[config.mk]
export PLATFORM = sky130hd
export DESIGN_NAME = priority_bitmap_fifo_scheduler_top
export DESIGN_NICKNAME = d
export VERILOG_FILES = /design/src/rtl/pbfs_pkg.sv /design/src/rtl/priority_bitmap_fifo_scheduler_top.sv /design/src/rtl/pbfs_ready_queue.sv
export SDC_FILE = /design/constraint.sdc
export NUM_CORES = 1
export LEC_CHECK = 0
export BUFFER_PORTS_ARGS = -buffer_cell sky130_fd_sc_hd__buf_2
export CAP_MARGIN = 30
export CELL_PAD_IN_SITES_DETAIL_PLACEMENT = 1
export CELL_PAD_IN_SITES_GLOBAL_PLACEMENT = 2
export CORE_UTILIZATION = 43
export DETAILED_ROUTE_END_ITERATION = 10
export GPL_ROUTABILITY_DRIVEN = 0
export HOLD_SLACK_MARGIN = 0.12
export PLACE_DENSITY_LB_ADDON = 0.2
export SLEW_MARGIN = 20
export SYNTH_ARGS = -nofsm -noshare
export SYNTH_HDL_FRONTEND = slang
export SYNTH_SLANG_ARGS = --single-unit
[constraint.sdc]
create_clock -name i_clk -period 14.62 [get_ports i_clk]
set_input_delay 3.655 -clock i_clk [delete_from_list [all_inputs] [get_ports i_clk]]
set_output_delay 3.655 -clock i_clk [all_outputs]
set_load 0.01 [all_outputs]
[src/rtl/pbfs_pkg.sv]
// Shared types and constants of the priority bitmap FIFO scheduler.
// Used by the ready queue, the top level, the checker and the testbench; depends on nothing.
package pbfs_pkg;

    localparam int TID_W     = 4;
    localparam int PRIO_W    = 3;
    localparam int ACT_W     = 3;
    localparam int LVL_OUT_W = 8;
    localparam int DEPTH_W   = 8;
    localparam int CFG_IDX_W = 2;
    localparam int CFG_DAT_W = 4;

    localparam logic [DEPTH_W-1:0] DEPTH_MAX = '1;

    localparam logic [CFG_IDX_W-1:0] CFG_KERNEL_RUNNING = 2'd0;
    localparam logic [CFG_IDX_W-1:0] CFG_IDLE_THREAD_ID = 2'd1;

    typedef enum logic [ACT_W-1:0] {
        ACT_MAKE_READY     = 3'd0,
        ACT_MAKE_NOT_READY = 3'd1,
        ACT_YIELD          = 3'd2,
        ACT_SCHEDULE       = 3'd3,
        ACT_IRQ_ENTER      = 3'd4,
        ACT_IRQ_EXIT       = 3'd5,
        ACT_LOCK           = 3'd6,
        ACT_UNLOCK         = 3'd7
    } t_action;

    typedef enum logic [1:0] {
        Q_NONE   = 2'd0,
        Q_INSERT = 2'd1,
        Q_REMOVE = 2'd2,
        Q_YIELD  = 2'd3
    } t_q_op;

    typedef struct packed {
        logic              en;
        t_q_op             op;
        logic [TID_W-1:0]  tid;
        logic [PRIO_W-1:0] prio;
    } t_q_cmd;

    typedef struct packed {
        logic                 hit;
        logic [TID_W-1:0]     pick;
        logic [LVL_OUT_W-1:0] levels;
    } t_q_view;

endpackage

[src/rtl/priority_bitmap_fifo_scheduler_top.sv]
// Top level of the priority bitmap FIFO scheduler: channels, configuration,
// nesting counters and result register. Depends on pbfs_pkg and pbfs_ready_queue.
//
//  Channel   Direction  Handshake                   Carries
//  input     in         i_in_valid / o_in_stall     action, thread, priority, context
//  result    out        o_out_valid / i_out_stall   pick, reschedule, swap, status, bitmap
//  config    in         i_cfg_valid / o_cfg_ready   register index and data
//
// One item is taken per clock cycle while o_in_stall is low. A result passes through
// the input register and then the result register, with the combinational list
// update and the priority encoder over the level bitmap between them. Reset is
// synchronous and needs no clearing pass; it clears the configuration registers,
// both valid flags, the bitmap, the queued flags and the counters. A stalled result
// holds while one more item waits.
module priority_bitmap_fifo_scheduler_top
    import pbfs_pkg::*;
#(
    parameter int LEVELS  = 8,
    parameter int THREADS = 16
) (
    input  logic                 i_clk,
    input  logic                 i_rst_n,
    // Input channel
    input  logic                 i_in_valid,
    output logic                 o_in_stall,
    input  logic [ACT_W-1:0]     i_action,
    input  logic [TID_W-1:0]     i_thread_id,
    input  logic [PRIO_W-1:0]    i_priority_req,
    input  logic                 i_still_waiting,
    input  logic [TID_W-1:0]     i_current_thread,
    input  logic                 i_in_interrupt,
    // Result channel
    output logic                 o_out_valid,
    input  logic                 i_out_stall,
    output logic [TID_W-1:0]     o_chosen_thread,
    output logic                 o_reschedule,
    output logic                 o_swap_request,
    output logic                 o_status,
    output logic [LVL_OUT_W-1:0] o_ready_levels,
    // Configuration channel
    input  logic                 i_cfg_valid,
    output logic                 o_cfg_ready,
    input  logic [CFG_IDX_W-1:0] i_cfg_index,
    input  logic [CFG_DAT_W-1:0] i_cfg_data
);

    // Configuration registers.
    logic             r_kernel_running;
    logic [TID_W-1:0] r_idle_id;

    // Input register.
    logic              r_in_valid;
    t_action           r_act;
    logic [TID_W-1:0]  r_tid;
    logic [PRIO_W-1:0] r_prio;
    logic              r_wait;
    logic [TID_W-1:0]  r_cur;
    logic              r_irq;

    // Nesting counters.
    logic [DEPTH_W-1:0] r_irq_depth;
    logic [DEPTH_W-1:0] r_lock_depth;
    logic [DEPTH_W-1:0] n_irq_depth;
    logic [DEPTH_W-1:0] n_lock_depth;

    // Result register.
    logic                 r_out_valid;
    logic [TID_W-1:0]     r_chosen;
    logic                 r_resched;
    logic                 r_swap;
    logic                 r_status;
    logic [LVL_OUT_W-1:0] r_levels;
    logic                 n_resched;
    logic                 n_swap;
    logic                 n_status;

    logic    advance;
    logic    in_xfer;
    logic    irq_ok;
    t_q_cmd  q_cmd;
    t_q_view q_view;

    // The input register moves on whenever the result register is free or
    // its current result is being transferred in this cycle.
    assign advance     = r_in_valid && (!r_out_valid || !i_out_stall);
    assign o_in_stall  = r_in_valid && !advance;
    assign in_xfer     = i_in_valid && !o_in_stall;
    assign o_cfg_ready = 1'b1;

    always_ff @(posedge i_clk) begin
        if (!i_rst_n) begin
            r_kernel_running <= 1'b0;
            r_idle_id        <= '0;
        end else if (i_cfg_valid && o_cfg_ready) begin
            if (i_cfg_index == CFG_KERNEL_RUNNING) begin
                r_kernel_running <= i_cfg_data[0];
            end else if (i_cfg_index == CFG_IDLE_THREAD_ID) begin
                r_idle_id <= i_cfg_data[TID_W-1:0];
            end
        end
    end

    always_ff @(posedge i_clk) begin
        if (!i_rst_n) begin
            r_in_valid <= 1'b0;
        end else if (in_xfer) begin
            r_in_valid <= 1'b1;
        end else if (advance) begin
            r_in_valid <= 1'b0;
        end
    end

    always_ff @(posedge i_clk) begin
        if (in_xfer) begin
            r_act  <= t_action'(i_action);
            r_tid  <= i_thread_id;
            r_prio <= i_priority_req;
            r_wait <= i_still_waiting;
            r_cur  <= i_current_thread;
            r_irq  <= i_in_interrupt;
        end
    end

    // Queue operations; a thread that still waits is never made ready.
    always_comb begin
        q_cmd.tid  = r_tid;
        q_cmd.prio = r_prio;
        q_cmd.op   = Q_NONE;
        unique case (r_act)
            ACT_MAKE_READY:     q_cmd.op = r_wait ? Q_NONE : Q_INSERT;
            ACT_MAKE_NOT_READY: q_cmd.op = Q_REMOVE;
            ACT_YIELD:          q_cmd.op = Q_YIELD;
            default:            q_cmd.op = Q_NONE;
        endcase
        q_cmd.en = advance && (q_cmd.op != Q_NONE);
    end

    pbfs_ready_queue #(
        .LEVELS  (LEVELS),
        .THREADS (THREADS)
    ) u_queue (
        .i_clk     (i_clk),
        .i_rst_n   (i_rst_n),
        .i_cmd     (q_cmd),
        .i_idle_id (r_idle_id),
        .o_view    (q_view)
    );

    // Counter updates and the swap decision. The queue is untouched by the
    // actions that decide a swap, so the pick shown by the queue is current.
    assign irq_ok = r_kernel_running && r_irq;

    always_comb begin
        n_irq_depth  = r_irq_depth;
        n_lock_depth = r_lock_depth;
        n_resched    = 1'b0;
        n_swap       = 1'b0;
        n_status     = 1'b0;
        unique case (r_act)
            ACT_YIELD: begin
                n_resched = q_view.hit && (q_view.pick != r_tid);
            end
            ACT_SCHEDULE: begin
                if (!r_kernel_running) begin
                    n_status = 1'b1;
                end else begin
                    n_swap = (r_lock_depth == '0) && (r_irq_depth == '0)
                             && (q_view.pick != r_cur);
                end
            end
            ACT_IRQ_ENTER: begin
                if (irq_ok && (r_irq_depth != DEPTH_MAX)) begin
                    n_irq_depth = r_irq_depth + DEPTH_W'(1);
                end
            end
            ACT_IRQ_EXIT: begin
                if (irq_ok && (r_irq_depth != '0)) begin
                    n_irq_depth = r_irq_depth - DEPTH_W'(1);
                    // Leaving the outermost interrupt decides on a switch.
                    n_swap = (n_irq_depth == '0) && (r_lock_depth == '0)
                             && (q_view.pick != r_cur);
                end
            end
            ACT_LOCK: begin
                if (r_lock_depth != DEPTH_MAX) begin
                    n_lock_depth = r_lock_depth + DEPTH_W'(1);
                end
            end
            ACT_UNLOCK: begin
                if (r_lock_depth != '0) begin
                    n_lock_depth = r_lock_depth - DEPTH_W'(1);
                end
            end
            default: begin
            end
        endcase
    end

    always_ff @(posedge i_clk) begin
        if (!i_rst_n) begin
            r_irq_depth  <= '0;
            r_lock_depth <= '0;
        end else if (advance) begin
            r_irq_depth  <= n_irq_depth;
            r_lock_depth <= n_lock_depth;
        end
    end

    always_ff @(posedge i_clk) begin
        if (!i_rst_n) begin
            r_out_valid <= 1'b0;
        end else if (advance) begin
            r_out_valid <= 1'b1;
        end else if (!i_out_stall) begin
            r_out_valid <= 1'b0;
        end
    end

    always_ff @(posedge i_clk) begin
        if (advance) begin
            r_chosen  <= q_view.pick;
            r_resched <= n_resched;
            r_swap    <= n_swap;
            r_status  <= n_status;
            r_levels  <= q_view.levels;
        end
    end

    assign o_out_valid     = r_out_valid;
    assign o_chosen_thread = r_chosen;
    assign o_reschedule    = r_resched;
    assign o_swap_request  = r_swap;
    assign o_status        = r_status;
    assign o_ready_levels  = r_levels;

endmodule

[src/rtl/pbfs_ready_queue.sv]
// Ready queue storage: per-level doubly linked FIFOs of thread ids and the level bitmap.
// Depends on pbfs_pkg. Applies one insert, remove or yield per enabled cycle and
// presents the pick and bitmap of the state that results.
module pbfs_ready_queue
    import pbfs_pkg::*;
#(
    parameter int LEVELS  = 8,
    parameter int THREADS = 16
) (
    input  logic             i_clk,
    input  logic             i_rst_n,
    input  t_q_cmd           i_cmd,
    input  logic [TID_W-1:0] i_idle_id,
    output t_q_view          o_view
);

    localparam int LW = $clog2(LEVELS);
    localparam int TW = (THREADS > 2) ? $clog2(THREADS) : 1;
    localparam int IW = (TW > TID_W) ? TW : TID_W;
    localparam int BW = (LEVELS > LVL_OUT_W) ? LEVELS : LVL_OUT_W;

    logic [TID_W-1:0] r_head [LEVELS];
    logic [TID_W-1:0] r_tail [LEVELS];
    logic [TID_W-1:0] r_next [THREADS];
    logic [TID_W-1:0] r_prev [THREADS];
    logic [LW-1:0]    r_lvl  [THREADS];
    logic [THREADS-1:0] r_queued;
    logic [LEVELS-1:0]  r_bitmap;

    logic [TID_W-1:0] n_head [LEVELS];
    logic [TID_W-1:0] n_tail [LEVELS];
    logic [TID_W-1:0] n_next [THREADS];
    logic [TID_W-1:0] n_prev [THREADS];
    logic [LW-1:0]    n_lvl  [THREADS];
    logic [THREADS-1:0] n_queued;
    logic [LEVELS-1:0]  n_bitmap;

    logic [TW-1:0]    idx;
    logic             tid_ok;
    logic             is_queued;
    logic             do_remove;
    logic             do_append;
    logic [LW-1:0]    prio_lv;
    logic [LW-1:0]    app_lv;
    logic [LW-1:0]    rem_lv;
    logic             is_head;
    logic             is_tail;
    logic [TID_W-1:0] link_n;
    logic [TID_W-1:0] link_p;
    logic [TID_W-1:0] tail_id;
    logic [TID_W-1:0] pick;
    logic [BW-1:0]    bm_ext;

    // Map a 4-bit thread id onto the index width of the thread stores.
    function automatic logic [TW-1:0] tidx(input logic [TID_W-1:0] t);
        logic [IW-1:0] w;
        w = IW'(t);
        return w[TW-1:0];
    endfunction

    assign idx       = tidx(i_cmd.tid);
    assign tid_ok    = 32'(i_cmd.tid) < THREADS;
    assign is_queued = tid_ok && r_queued[idx];
    assign prio_lv   = (32'(i_cmd.prio) >= LEVELS) ? LW'(LEVELS - 1) : LW'(i_cmd.prio);

    always_comb begin
        do_remove = 1'b0;
        do_append = 1'b0;
        app_lv    = prio_lv;
        if (i_cmd.en) begin
            case (i_cmd.op)
                Q_INSERT: begin
                    do_append = tid_ok && !r_queued[idx];
                end
                Q_REMOVE: begin
                    do_remove = is_queued;
                end
                Q_YIELD: begin
                    do_remove = is_queued;
                    do_append = is_queued;
                    app_lv    = r_lvl[idx];
                end
                default: begin
                end
            endcase
        end
    end

    always_comb begin
        n_head   = r_head;
        n_tail   = r_tail;
        n_next   = r_next;
        n_prev   = r_prev;
        n_lvl    = r_lvl;
        n_queued = r_queued;
        n_bitmap = r_bitmap;

        rem_lv  = r_lvl[idx];
        is_head = r_head[rem_lv] == i_cmd.tid;
        is_tail = r_tail[rem_lv] == i_cmd.tid;
        link_n  = r_next[idx];
        link_p  = r_prev[idx];

        // Unlink from whichever position the thread holds in its level.
        if (do_remove) begin
            if (is_head && is_tail) begin
                n_bitmap[rem_lv] = 1'b0;
            end else if (is_head) begin
                n_head[rem_lv] = link_n;
            end else if (is_tail) begin
                n_tail[rem_lv] = link_p;
            end else begin
                n_next[tidx(link_p)] = link_n;
                n_prev[tidx(link_n)] = link_p;
            end
            n_queued[idx] = 1'b0;
        end

        // Append at the tail; works on the state left by the unlink above.
        tail_id = n_tail[app_lv];
        if (do_append) begin
            if (!n_bitmap[app_lv]) begin
                n_head[app_lv] = i_cmd.tid;
            end else begin
                n_next[tidx(tail_id)] = i_cmd.tid;
                n_prev[idx]           = tail_id;
            end
            n_tail[app_lv]   = i_cmd.tid;
            n_bitmap[app_lv] = 1'b1;
            n_lvl[idx]       = app_lv;
            n_queued[idx]    = 1'b1;
        end
    end

    // Highest set level wins, so later iterations override earlier ones.
    always_comb begin
        pick = i_idle_id;
        for (int i = 0; i < LEVELS; i++) begin
            if (n_bitmap[i]) begin
                pick = n_head[i];
            end
        end
    end

    assign bm_ext        = BW'(n_bitmap);
    assign o_view.hit    = is_queued;
    assign o_view.pick   = pick;
    assign o_view.levels = bm_ext[LVL_OUT_W-1:0];

    always_ff @(posedge i_clk) begin
        if (i_cmd.en) begin
            r_head <= n_head;
            r_tail <= n_tail;
            r_next <= n_next;
            r_prev <= n_prev;
            r_lvl  <= n_lvl;
        end
    end

    always_ff @(posedge i_clk) begin
        if (!i_rst_n) begin
            r_queued <= '0;
            r_bitmap <= '0;
        end else if (i_cmd.en) begin
            r_queued <= n_queued;
            r_bitmap <= n_bitmap;
        end
    end

endmodule

Word-level counts from Yosys, hierarchy flattened:

Index checks and enable logic that the tools add are counted.

* bits in registers: 318
* bits in latches: 0
* memory bits (writable): 0
* ROM bits: 0
* bits of input ports: 27
* output and inout port bits: 18
* logic and storage cells: 293
* memories: 0

* add/subtract/negate cells: 4
* $mul: 0
* divide/modulo/power cells: 0
* order comparisons: 18
* eq/ne operators: 22
* shifts and indexed selects: 0
* mux-type cells: 108
* bitwise gates (word level): 13
* reductions and logical operators: 45

Operators with widths (number)
* $mux 64: 12
* $mux 32: 10
* $bwmux 64: 4
* $bwmux 32: 4
* $mux 4: 24
* $demux 4 s4: 4
* $mux 8: 7
* $bwmux 48: 1
* $bmux 4 s3: 3
* $bmux 4 s4: 2
* $mux 16: 2
* $pmux 8 s2: 2
* $demux 4 s3: 2
* $logic_not 8->1: 3
* $logic_and 1x1->1: 22
* $ge 5x5->1 const B: 4
* $lt 5x1->1 const B: 4
* $not 4->5: 4
* $add 8x1->8 const B: 2
* $and 16x16->16: 1
* $mux 1: 16
* $ne 8x8->1 const B: 2
* $not 16->16: 1
* $or 16x16->16: 1
* 40 further kinds: 73

Longest topological paths before layout:

Gate-level depths: netlist of the first run.

* depth after elaboration: 28
* mapped depth: 24
* gate-level depth less buffers: 18

Hierarchy:

Synthesis of the first run repeated with hierarchy kept, for this count alone.

* cells, all modules: 1716
* area, all modules: 19316.0 um^2

By module, submodules not included
* pbfs_ready_queue: instances 1, cells each 1467, area an instance 16570.9 um^2, sequential area each 7687.4 um^2
* priority_bitmap_fifo_scheduler_top: instances 1, cells each 249, area an instance 2745.1 um^2, sequential area each 1391.3 um^2

Worst setup path before layout of the first run:

No wires, ideal clock.

* path kind: in2reg
* from: input port i_out_stall
* to: register r_resched (netlist: o_reschedule) (data pin)
* library setup time: 0.264 ns
* data arrival time: 12.057 ns
* data required time: 14.356 ns
* path slack: 2.299 ns
* stages on the path: 12
* buffers on the path: 1
* cell sequence: a21boi_1 -> and4b_1 -> nand2_1 -> nor3_1 -> nand4_1 -> clkbuf_1 -> a2bb2oi_1 -> a31o_2 -> a32o_2 -> a22o_1 -> nor4b_1 -> a21oi_1

* longest elaborated chain between the ends: 23
* elaborated cells between the ends (all ways): 37
* classes of those cells: order compare: 4; eq/ne: 1; mux: 23; bitwise: 2; reduce/logical: 7

Ends and longest elaborated chain
* from (decl): RTL line priority_bitmap_fifo_scheduler_top.sv:34 `input logic i_out_stall,`
* $logic_not 1->1 (*)
* $logic_or 1x1->1 (*): RTL line priority_bitmap_fifo_scheduler_top.sv:85 `assign advance = r_in_valid && (!r_out_valid || !i_out_stall);`
* $logic_and 1x1->1 (*): RTL line priority_bitmap_fifo_scheduler_top.sv:85
* $logic_and 1x1->1 (*): RTL line priority_bitmap_fifo_scheduler_top.sv:135 `q_cmd.en = advance && (q_cmd.op != Q_NONE);`
* $mux 3: RTL line pbfs_ready_queue.sv:70 `if (i_cmd.en) begin`
* $not 3->4 (implied by the code): RTL line pbfs_ready_queue.sv:123 `n_head[app_lv] = i_cmd.tid;`
* $ge 4x4->1 (implied by the code) / $lt 4x1->1 (equally long branches): RTL line pbfs_ready_queue.sv:123
* $logic_and 1x1->1 (implied by the code): RTL line pbfs_ready_queue.sv:123
* $mux 4 (implied by the code): RTL line pbfs_ready_queue.sv:123
* $demux 4 s3: RTL line pbfs_ready_queue.sv:123
* $bwmux 32: RTL line pbfs_ready_queue.sv:123
* $mux 32: RTL line pbfs_ready_queue.sv:122 `if (!n_bitmap[app_lv]) begin`
* $mux 32: RTL line pbfs_ready_queue.sv:121 `if (do_append) begin`
* $mux 4 (7 in series): RTL line pbfs_ready_queue.sv:139 `if (n_bitmap[i]) begin`
* $mux 4 (*): RTL line pbfs_ready_queue.sv:139
* $ne 4x4->1 (*): RTL line priority_bitmap_fifo_scheduler_top.sv:161 `n_resched = q_view.hit && (q_view.pick != r_tid);`
* $logic_and 1x1->1 (*): RTL line priority_bitmap_fifo_scheduler_top.sv:161
* to (signal assigned): RTL line priority_bitmap_fifo_scheduler_top.sv:222 `r_resched <= n_resched;`
* to (decl): RTL line priority_bitmap_fifo_scheduler_top.sv:69 `logic r_resched;`

Mark *: on every way between the ends. The rest lies on a longest branch, timed or not. The select of a mux whose other input is x is not followed.
A chain may end at the register's enable or synchronous reset.

==> impl_results.md, run 1 <==
- Synth area leaders: edfxtp_1 43%, mux2i_1 9.4%, mux4_2 5.8%
- RSZ-0062 raised after global routing: no
- P per Cell Area: 105.5 nW/µm²
- Yosys cell types: 96
- Worst-path cell chain: buf_2, a21boi_2, buf_4, nand3_1, mux2i_1, inv_1, nor2_1, nand2_1, a31oi_1, nor4_2, nand3_1, nand2_1, nor4b_1, nand2_1, mux2_2
- Run status: finished clean
- Cell family with most CP delay: simple AND/OR/NAND/NOR gates
- FFs w/ async S/R, synth: 0%
- Hold Fails Final Rpt: 0
- CTS tree: yes
- Slew of the pin with the lowest slew margin: 0.9525 ns
- Min Hold Slack: 0.5130 ns
- Max Cap Viol: 0
- Routed vias/inst: 6.321
- WHS Endpoint: o_out_valid
- DRT iter0 DRCs: 1,321
- Critical R2R Capture: o_swap_request
- Finished Core Util: 48.52%
- Starting Density: 43.91%
- Number of H-tree levels: 2
- Hold/Removal Path Class: register to register
- Pre-CTS setup slack: 5.260 ns
- Post-synth top flop: edfxtp_1
- Clk sink count: 318
- Grt total ovfl: 0
- Hold Crit Depth: 2
- Longest Clk Path Bufs: 3
- Yosys top cell area share: 42.74%
- Setup-failing EPs final: 0
- Area Overhead vs Synth: 10.49%
- Kind of critical path: input port to register
- Die Span Y: 212.4 µm
- Fmax: 113.3 MHz
- TNS Setup: 0 ns
- Reg2reg setup slack: 6.05 ns
- Cts hold-fix bufs: 0
- CP Launch Type: input port
- Yosys top cell by area: edfxtp_1
- Cells after synthesis: 1,731
- Worst stage delay on the critical path: 0.92 ns
- Ant. Diodes: 0
- Slew Limit Fails: 0
- Crit path time final: 8.829 ns
- Leading cell type in the layout, fill and taps excluded: edfxtp_1
- Synth Cell Area: 19,040 µm²
- Synthesized area per cell: 11.00 µm²
- Worst setup margin: 5.791 ns
- Commonest non-fill, non-tap cells in the layout: 271 x edfxtp_1, 210 x nor2_1, 179 x mux2i_1
- Number of core rows: 76
- Vias in the first global route: 15,160
- Slowest cell on the critical path: nor4b_1
- DRT Pass-1 Iters: 6
- Fraction of the yosys area taken by sequential cells: 47.68%
- Num CTS Buffers: 39
- Worst EP required: 14.94 ns
- Post CTS Setup Buffer Count: 0
- First-pass GRT wire length: 96,500 µm
- Gr usage total: 28.38%
- Worst-path fanout max: 20
- Final ANT Viol Nets: 0
- Leakage: 7.139 nW
- Yosys reg bits: 318
- Core Region: 43,360 µm²
- Slew HR: 36.50%
- Fin crit share: 60.39%
- WL per Instance: 26.83 µm
- DIE WIDTH: 212.4 µm
- Critical Path End Type: register
- Crit path DAT: 9.15 ns
- R2R Path Start: r_tid[0]
- I/O pin count: 45
- Worst Min Path Start: r_in_valid
- Via count: 14,860
- R2R cell count: 18
- Port Buffers: 43
- Total Nets Final: 1,776
- Detailed placement HPWL: 43,370 µm
- Initial antenna violation count: 0
- Worst Path Buf+Inv: 3
- Most frequent CP cell: nand2_1
- Number of remaining DRC errors: 0
- Root Buffer: clkbuf_16
- Max IR drop VDD: 0.06715 mV
- Final Skew: 0.02706 ns
- Post-CTS resize count: 0
- Post-Route WL: 63,060 µm
- Clock transition at path regs: 0.06 ns
- Share of layout cells above drive strength 1: 16.26%
- Die footprint: 45,130 µm²
- Largest net degree at the start of global routing: 49
- Post-synth net total: 1,769
- Post-synth EDFFs: 271
- Worst-skew pair later-pin latency: 0.58 ns
- Yosys warning total: 0
[cell families (layout without fill, tap and decap cells)]
group / count (synthesis) / count (layout) / synth area share [%]
compound gates: 367 / 367 / 13.04
xor+xnor: 21 / 21 / 0.9659
fa+ha+maj: 11 / 11 / 0.7622
buf+inv: 132 / 166 / 2.917
flops: 318 / 318 / 47.68
mux: 293 / 293 / 19.42
other cells: 1 / 1 / 0.01969
simple gates: 588 / 588 / 15.20
[where the power goes]
part	total, W	leakage, nW	internal (W)	switching [W]
Clock	0.000971	0.602	0.000569	0.000402
Combinational	0.000241	3.77	0.0000700	0.000171
Sequential	0.00101	2.77	0.000997	0.00000978
[how the worst max path moves through the flow]
stage	depth (start not counted)	to	slack (ns)	start
after detailed placement	16	u_queue.r_next[1]	5.26	i_out_stall
after CTS	16	u_queue.r_next[1]	5.86	i_out_stall
after floorplan	12	o_reschedule	2.30	i_out_stall
after global routing	15	u_queue.r_next[15]	5.50	i_out_stall
after global placement	16	o_swap_request	5.54	i_out_stall
final	15	u_queue.r_next[47]	5.79	i_out_stall
[worst register-to-register path, delay by kind of cell, from the launching register on]
| family | cells | cell delay (ns) |
|---|---|---|
| xor gates and xnor gates | 2 | 0.66 |
| buffers and inverters | 2 | 1.34 |
| AOI/OAI and AO/OA | 8 | 3.56 |
| DFF | 1 | 0.33 |
| and+or+nand+nor | 5 | 1.77 |
| muxes | 1 | 0.72 |
[final cells by class]
| cell class | count | area, µm² |
|---|---|---|
| Timing Repair Buffer | 75 | 498.0 |
| Sequential cell | 318 | 9079 |
| Fill cell | 4686 | 22320 |
| Inverter | 23 | 86.33 |
| Clock buffer | 49 | 1033 |
| Tap cell | 585 | 732.0 |
| Clock inverter | 19 | 192.7 |
| Multi-Input combinational cell | 1281 | 9418 |
[synth_stat cells (10+ instances only)]
library cell and instances:
edfxtp_1 271, a22oi_1 27, mux2i_1 179, a211oi_1 42, inv_1 19, nand2b_1 12
clkbuf_1 76, buf_2 14, o21ai_0 51, nand2_1 98, nor3_1 20, a21oi_1 142
mux2_2 60, nand3_1 70, nor4_1 10, and3_1 13, nor2_1 211, mux4_2 49
xnor2_1 12, and2_1 26, dfxtp_1 47, nand4_1 19, buf_1 11, nor2b_1 59
o221a_2 17, ha_1 10
[registers in the layout (all words and copies together) (netlist names), 32 cells and up, named ones only]
name            count
u_queue.r_lvl      48
u_queue.r_next     64
u_queue.r_tail     32
u_queue.r_head     32
u_queue.r_prev     64
[layer usage]
layer / vias up / track usage, % / routed length (µm)
met5: - / 0 / 0
met4: 0 / 8.732 / 1591
met3: 98 / 4.372 / 3811
met2: 486 / 45.21 / 29330
met1: 7632 / 39.69 / 28320
li1: 6639 / - / -
[metrics by stage]
step | cell area, µm² | instances | power [W]
after floorplan | 19040 | 1731 | 0.001176
after global placement | 19730 | 2276 | 0.001256
after detailed placement | 19790 | 2279 | 0.001262
after CTS | 21020 | 2347 | 0.002230
after global routing | 21040 | 2350 | 0.002271
final | 21040 | 2350 | 0.002219
(Power assumes the default switching activity.)
==> run 2, diff against run 1 <==
clock period = 8.6 ns   (was 14.62 ns; I/O delays follow)
==> run 2 against run 1 <==
Effect of this change:
- worst setup slack lost 4.9 ns
- combinational power grew 68%
- via count about the same
- clock skew is 0.0036 ns lower
- utilization rose by 0.11 points
- worst hold slack improved by 0.0061 ns
- largest power group unchanged
==> impl_results.md, run 2 (synthesis gave the netlist of run 1 again) <==
- Critical Path End Type: register (unchanged)
- DRT iter0 DRCs: 1,351 (was 1,321)
- Crit path DAT: 7.98 ns (was 9.15 ns)
- Gr usage total: 28.75% (was 28.38%)
- Final Skew: 0.02349 ns (was 0.02706 ns)
- Post-Route WL: 63,740 µm (was 63,060 µm)
- Grt total ovfl: 0 (unchanged)
- Worst-skew pair later-pin latency: 0.58 ns (about the same)
- CTS tree: yes (unchanged)
- Biggest regs: u_queue.r_next (64), u_queue.r_prev (64), u_queue.r_lvl (48) (unchanged)
- Slowest cell on the critical path: and3b_1 (was nor4b_1)
- Commonest non-fill, non-tap cells in the layout: 271 x edfxtp_1, 211 x nor2_1, 179 x mux2i_1 (was 271 x edfxtp_1, 210 x nor2_1, 179 x mux2i_1)
- P per Cell Area: 176.1 nW/µm² (was 105.5 nW/µm²)
- Fmax: 130.4 MHz
- DRT Pass-1 Iters: 8 (was 6)
- Hold Fails Final Rpt: 0 (unchanged)
- WL per Instance: 26.99 µm (was 26.83 µm)
- Number of H-tree levels: 2 (unchanged)
- Final ANT Viol Nets: 0 (unchanged)
- Run status: finished clean (unchanged)
- Worst Path Buf+Inv: 2 (was 3)
- Die Span Y: 212.4 µm (unchanged)
- Max Cap Viol: 0 (unchanged)
- Num CTS Buffers: 38 (was 39)
- Root Buffer: clkbuf_16 (unchanged)
- Leakage: 7.159 nW (was 7.139 nW)
- Detailed placement HPWL: 43,970 µm (was 43,370 µm)
- Area Overhead vs Synth: 10.73% (was 10.49%)
- I/O pin count: 45 (unchanged)
- Worst EP required: 8.92 ns (was 14.94 ns)
- DIE WIDTH: 212.4 µm (unchanged)
- Port Buffers: 43 (unchanged)
- Setup-failing EPs final: 0 (unchanged)
- Hold/Removal Path Class: register to register (unchanged)
- Initial antenna violation count: 2 (was 0)
- Slew of the pin with the lowest slew margin: 0.9753 ns (was 0.9525 ns)
- Max IR drop VDD: 0.1227 mV (was 0.06715 mV)
- Fin crit share: 89.18%
- Kind of critical path: register to register (was input port to register)
- Crit path time final: 7.670 ns
- Number of remaining DRC errors: 0 (unchanged)
- Clk sink count: 318 (unchanged)
- First-pass GRT wire length: 97,100 µm (was 96,500 µm)
- Largest net degree at the start of global routing: 71 (was 49)
- Cell family with most CP delay: simple AND/OR/NAND/NOR gates (unchanged)
- Die footprint: 45,130 µm² (unchanged)
- Ant. Diodes: 0 (unchanged)
- Final Non-Filler Cells: 2,362 (was 2,350)
- CP Launch Type: register (was input port)
- Share of layout cells above drive strength 1: 16.66% (was 16.26%)
- Post CTS Setup Buffer Count: 0 (unchanged)
- Worst stage delay on the critical path: 0.79 ns (was 0.92 ns)
- Via count: 14,860 (about the same)
- DP Cell Count: 2,290 (was 2,279)
- Vias in the first global route: 15,220 (was 15,160)
- Core Region: 43,360 µm² (unchanged)
- Total Nets Final: 1,786 (was 1,776)
- Clock transition at path regs: 0.06 ns (about the same)
- TNS Setup: 0 ns (unchanged)
- Post-CTS resize count: 0 (unchanged)
- Worst-path fanout max: 18 (was 20)
- Routed vias/inst: 6.293 (was 6.321)
- RSZ-0062 raised after global routing: no (unchanged)
- Slew Limit Fails: 0 (unchanged)
- Cts hold-fix bufs: 0 (unchanged)
- Worst-path cell chain: buf_8, and2_1, a22oi_1, and3b_1, o21ai_0, and3_1, nor4_1, xnor2_1, nand4_1, buf_4, o31a_1, a22oi_1, nand4_1, mux2i_1, a21oi_1, a211oi_4, o221ai_1, nor4b_2, a211oi_1 (was buf_2, a21boi_2, buf_4, nand3_1, mux2i_1, inv_1, nor2_1, nand2_1, a31oi_1, nor4_2, nand3_1, nand2_1, nor4b_1, nand2_1, mux2_2)
- Leading cell type in the layout, fill and taps excluded: edfxtp_1 (unchanged)
- Number of core rows: 76 (unchanged)
- Starting Density: 43.91% (unchanged)
- Slew HR: 34.98% (was 36.50%)
- Longest Clk Path Bufs: 3 (unchanged)
run 2: cell types whose count changed in the layout (fill, tap and decap cells not counted), sizes merged:
cell and delta:
clkinvlp +3, clkbuf -2, inv +1, buf +12, bufinv -2
run 2: worst register-to-register path, delay by kind of cell, from the launching register on:
kind	cells	cell delay, ns
XOR/XNOR	1	0.18
AO/OA/AOI/OAI	8	2.30
multiplexers	1	0.67
AND/OR/NAND/NOR	7	3.00
flip-flops	1	0.60
buffers and inverters	2	0.66
run 2: stage by stage:
stage | util, % | setup slack (ns) | hold slack (ns) | total power (W) | instance area (µm²)
after floorplan | - | 0.08666 | 0.4670 | 0.001996 | 19040
after global placement | 45.67 | 0.6170 | 0.4774 | 0.002135 | 19810
after detailed placement | 45.76 | 0.7168 | 0.5078 | 0.002143 | 19840
after CTS | 48.51 | 0.9640 | 0.5184 | 0.003740 | 21040
after global routing | 48.63 | 0.6954 | 0.5406 | 0.003816 | 21090
final | 48.63 | 0.9305 | 0.5191 | 0.003713 | 21090
run 2: worst paths after layout:
path              start             end  slack (ns)  cells past startpoint
max            r_tid[2]  o_swap_request        0.93                     19
min          r_in_valid     o_out_valid        0.52                      2
max reg2reg    r_tid[2]  o_swap_request        0.93                     19
min reg2reg  r_in_valid     o_out_valid        0.52                      2
run 2: report_power, final:
group          leakage, nW  internal (W)  switching (W)
combinational         3.82      0.000121       0.000285
sequential            2.77       0.00170      0.0000194
clock                0.576      0.000905       0.000686
run 2: layout make-up:
type | count | area (µm²)
inverters | 23 | 86.33
flip-flops and latches | 318 | 9079
well taps | 585 | 732.0
repair buffers | 86 | 578.1
clock buffers | 48 | 1020
clock inverters | 21 | 175.2
multi-input cells | 1281 | 9415
fillers | 4687 | 22280
run 2: layer usage:
layer / wire [µm] / share of wire [%] / GRT usage (%) / vias up
li1: - / - / - / 6660
met5: 21 / 0.033 / 0 / -
met2: 28960 / 45 / 44.71 / 503
met1: 28720 / 45 / 40.47 / 7559
met3: 3979 / 6.2 / 4.476 / 138
met4: 2063 / 3.2 / 10.49 / 4
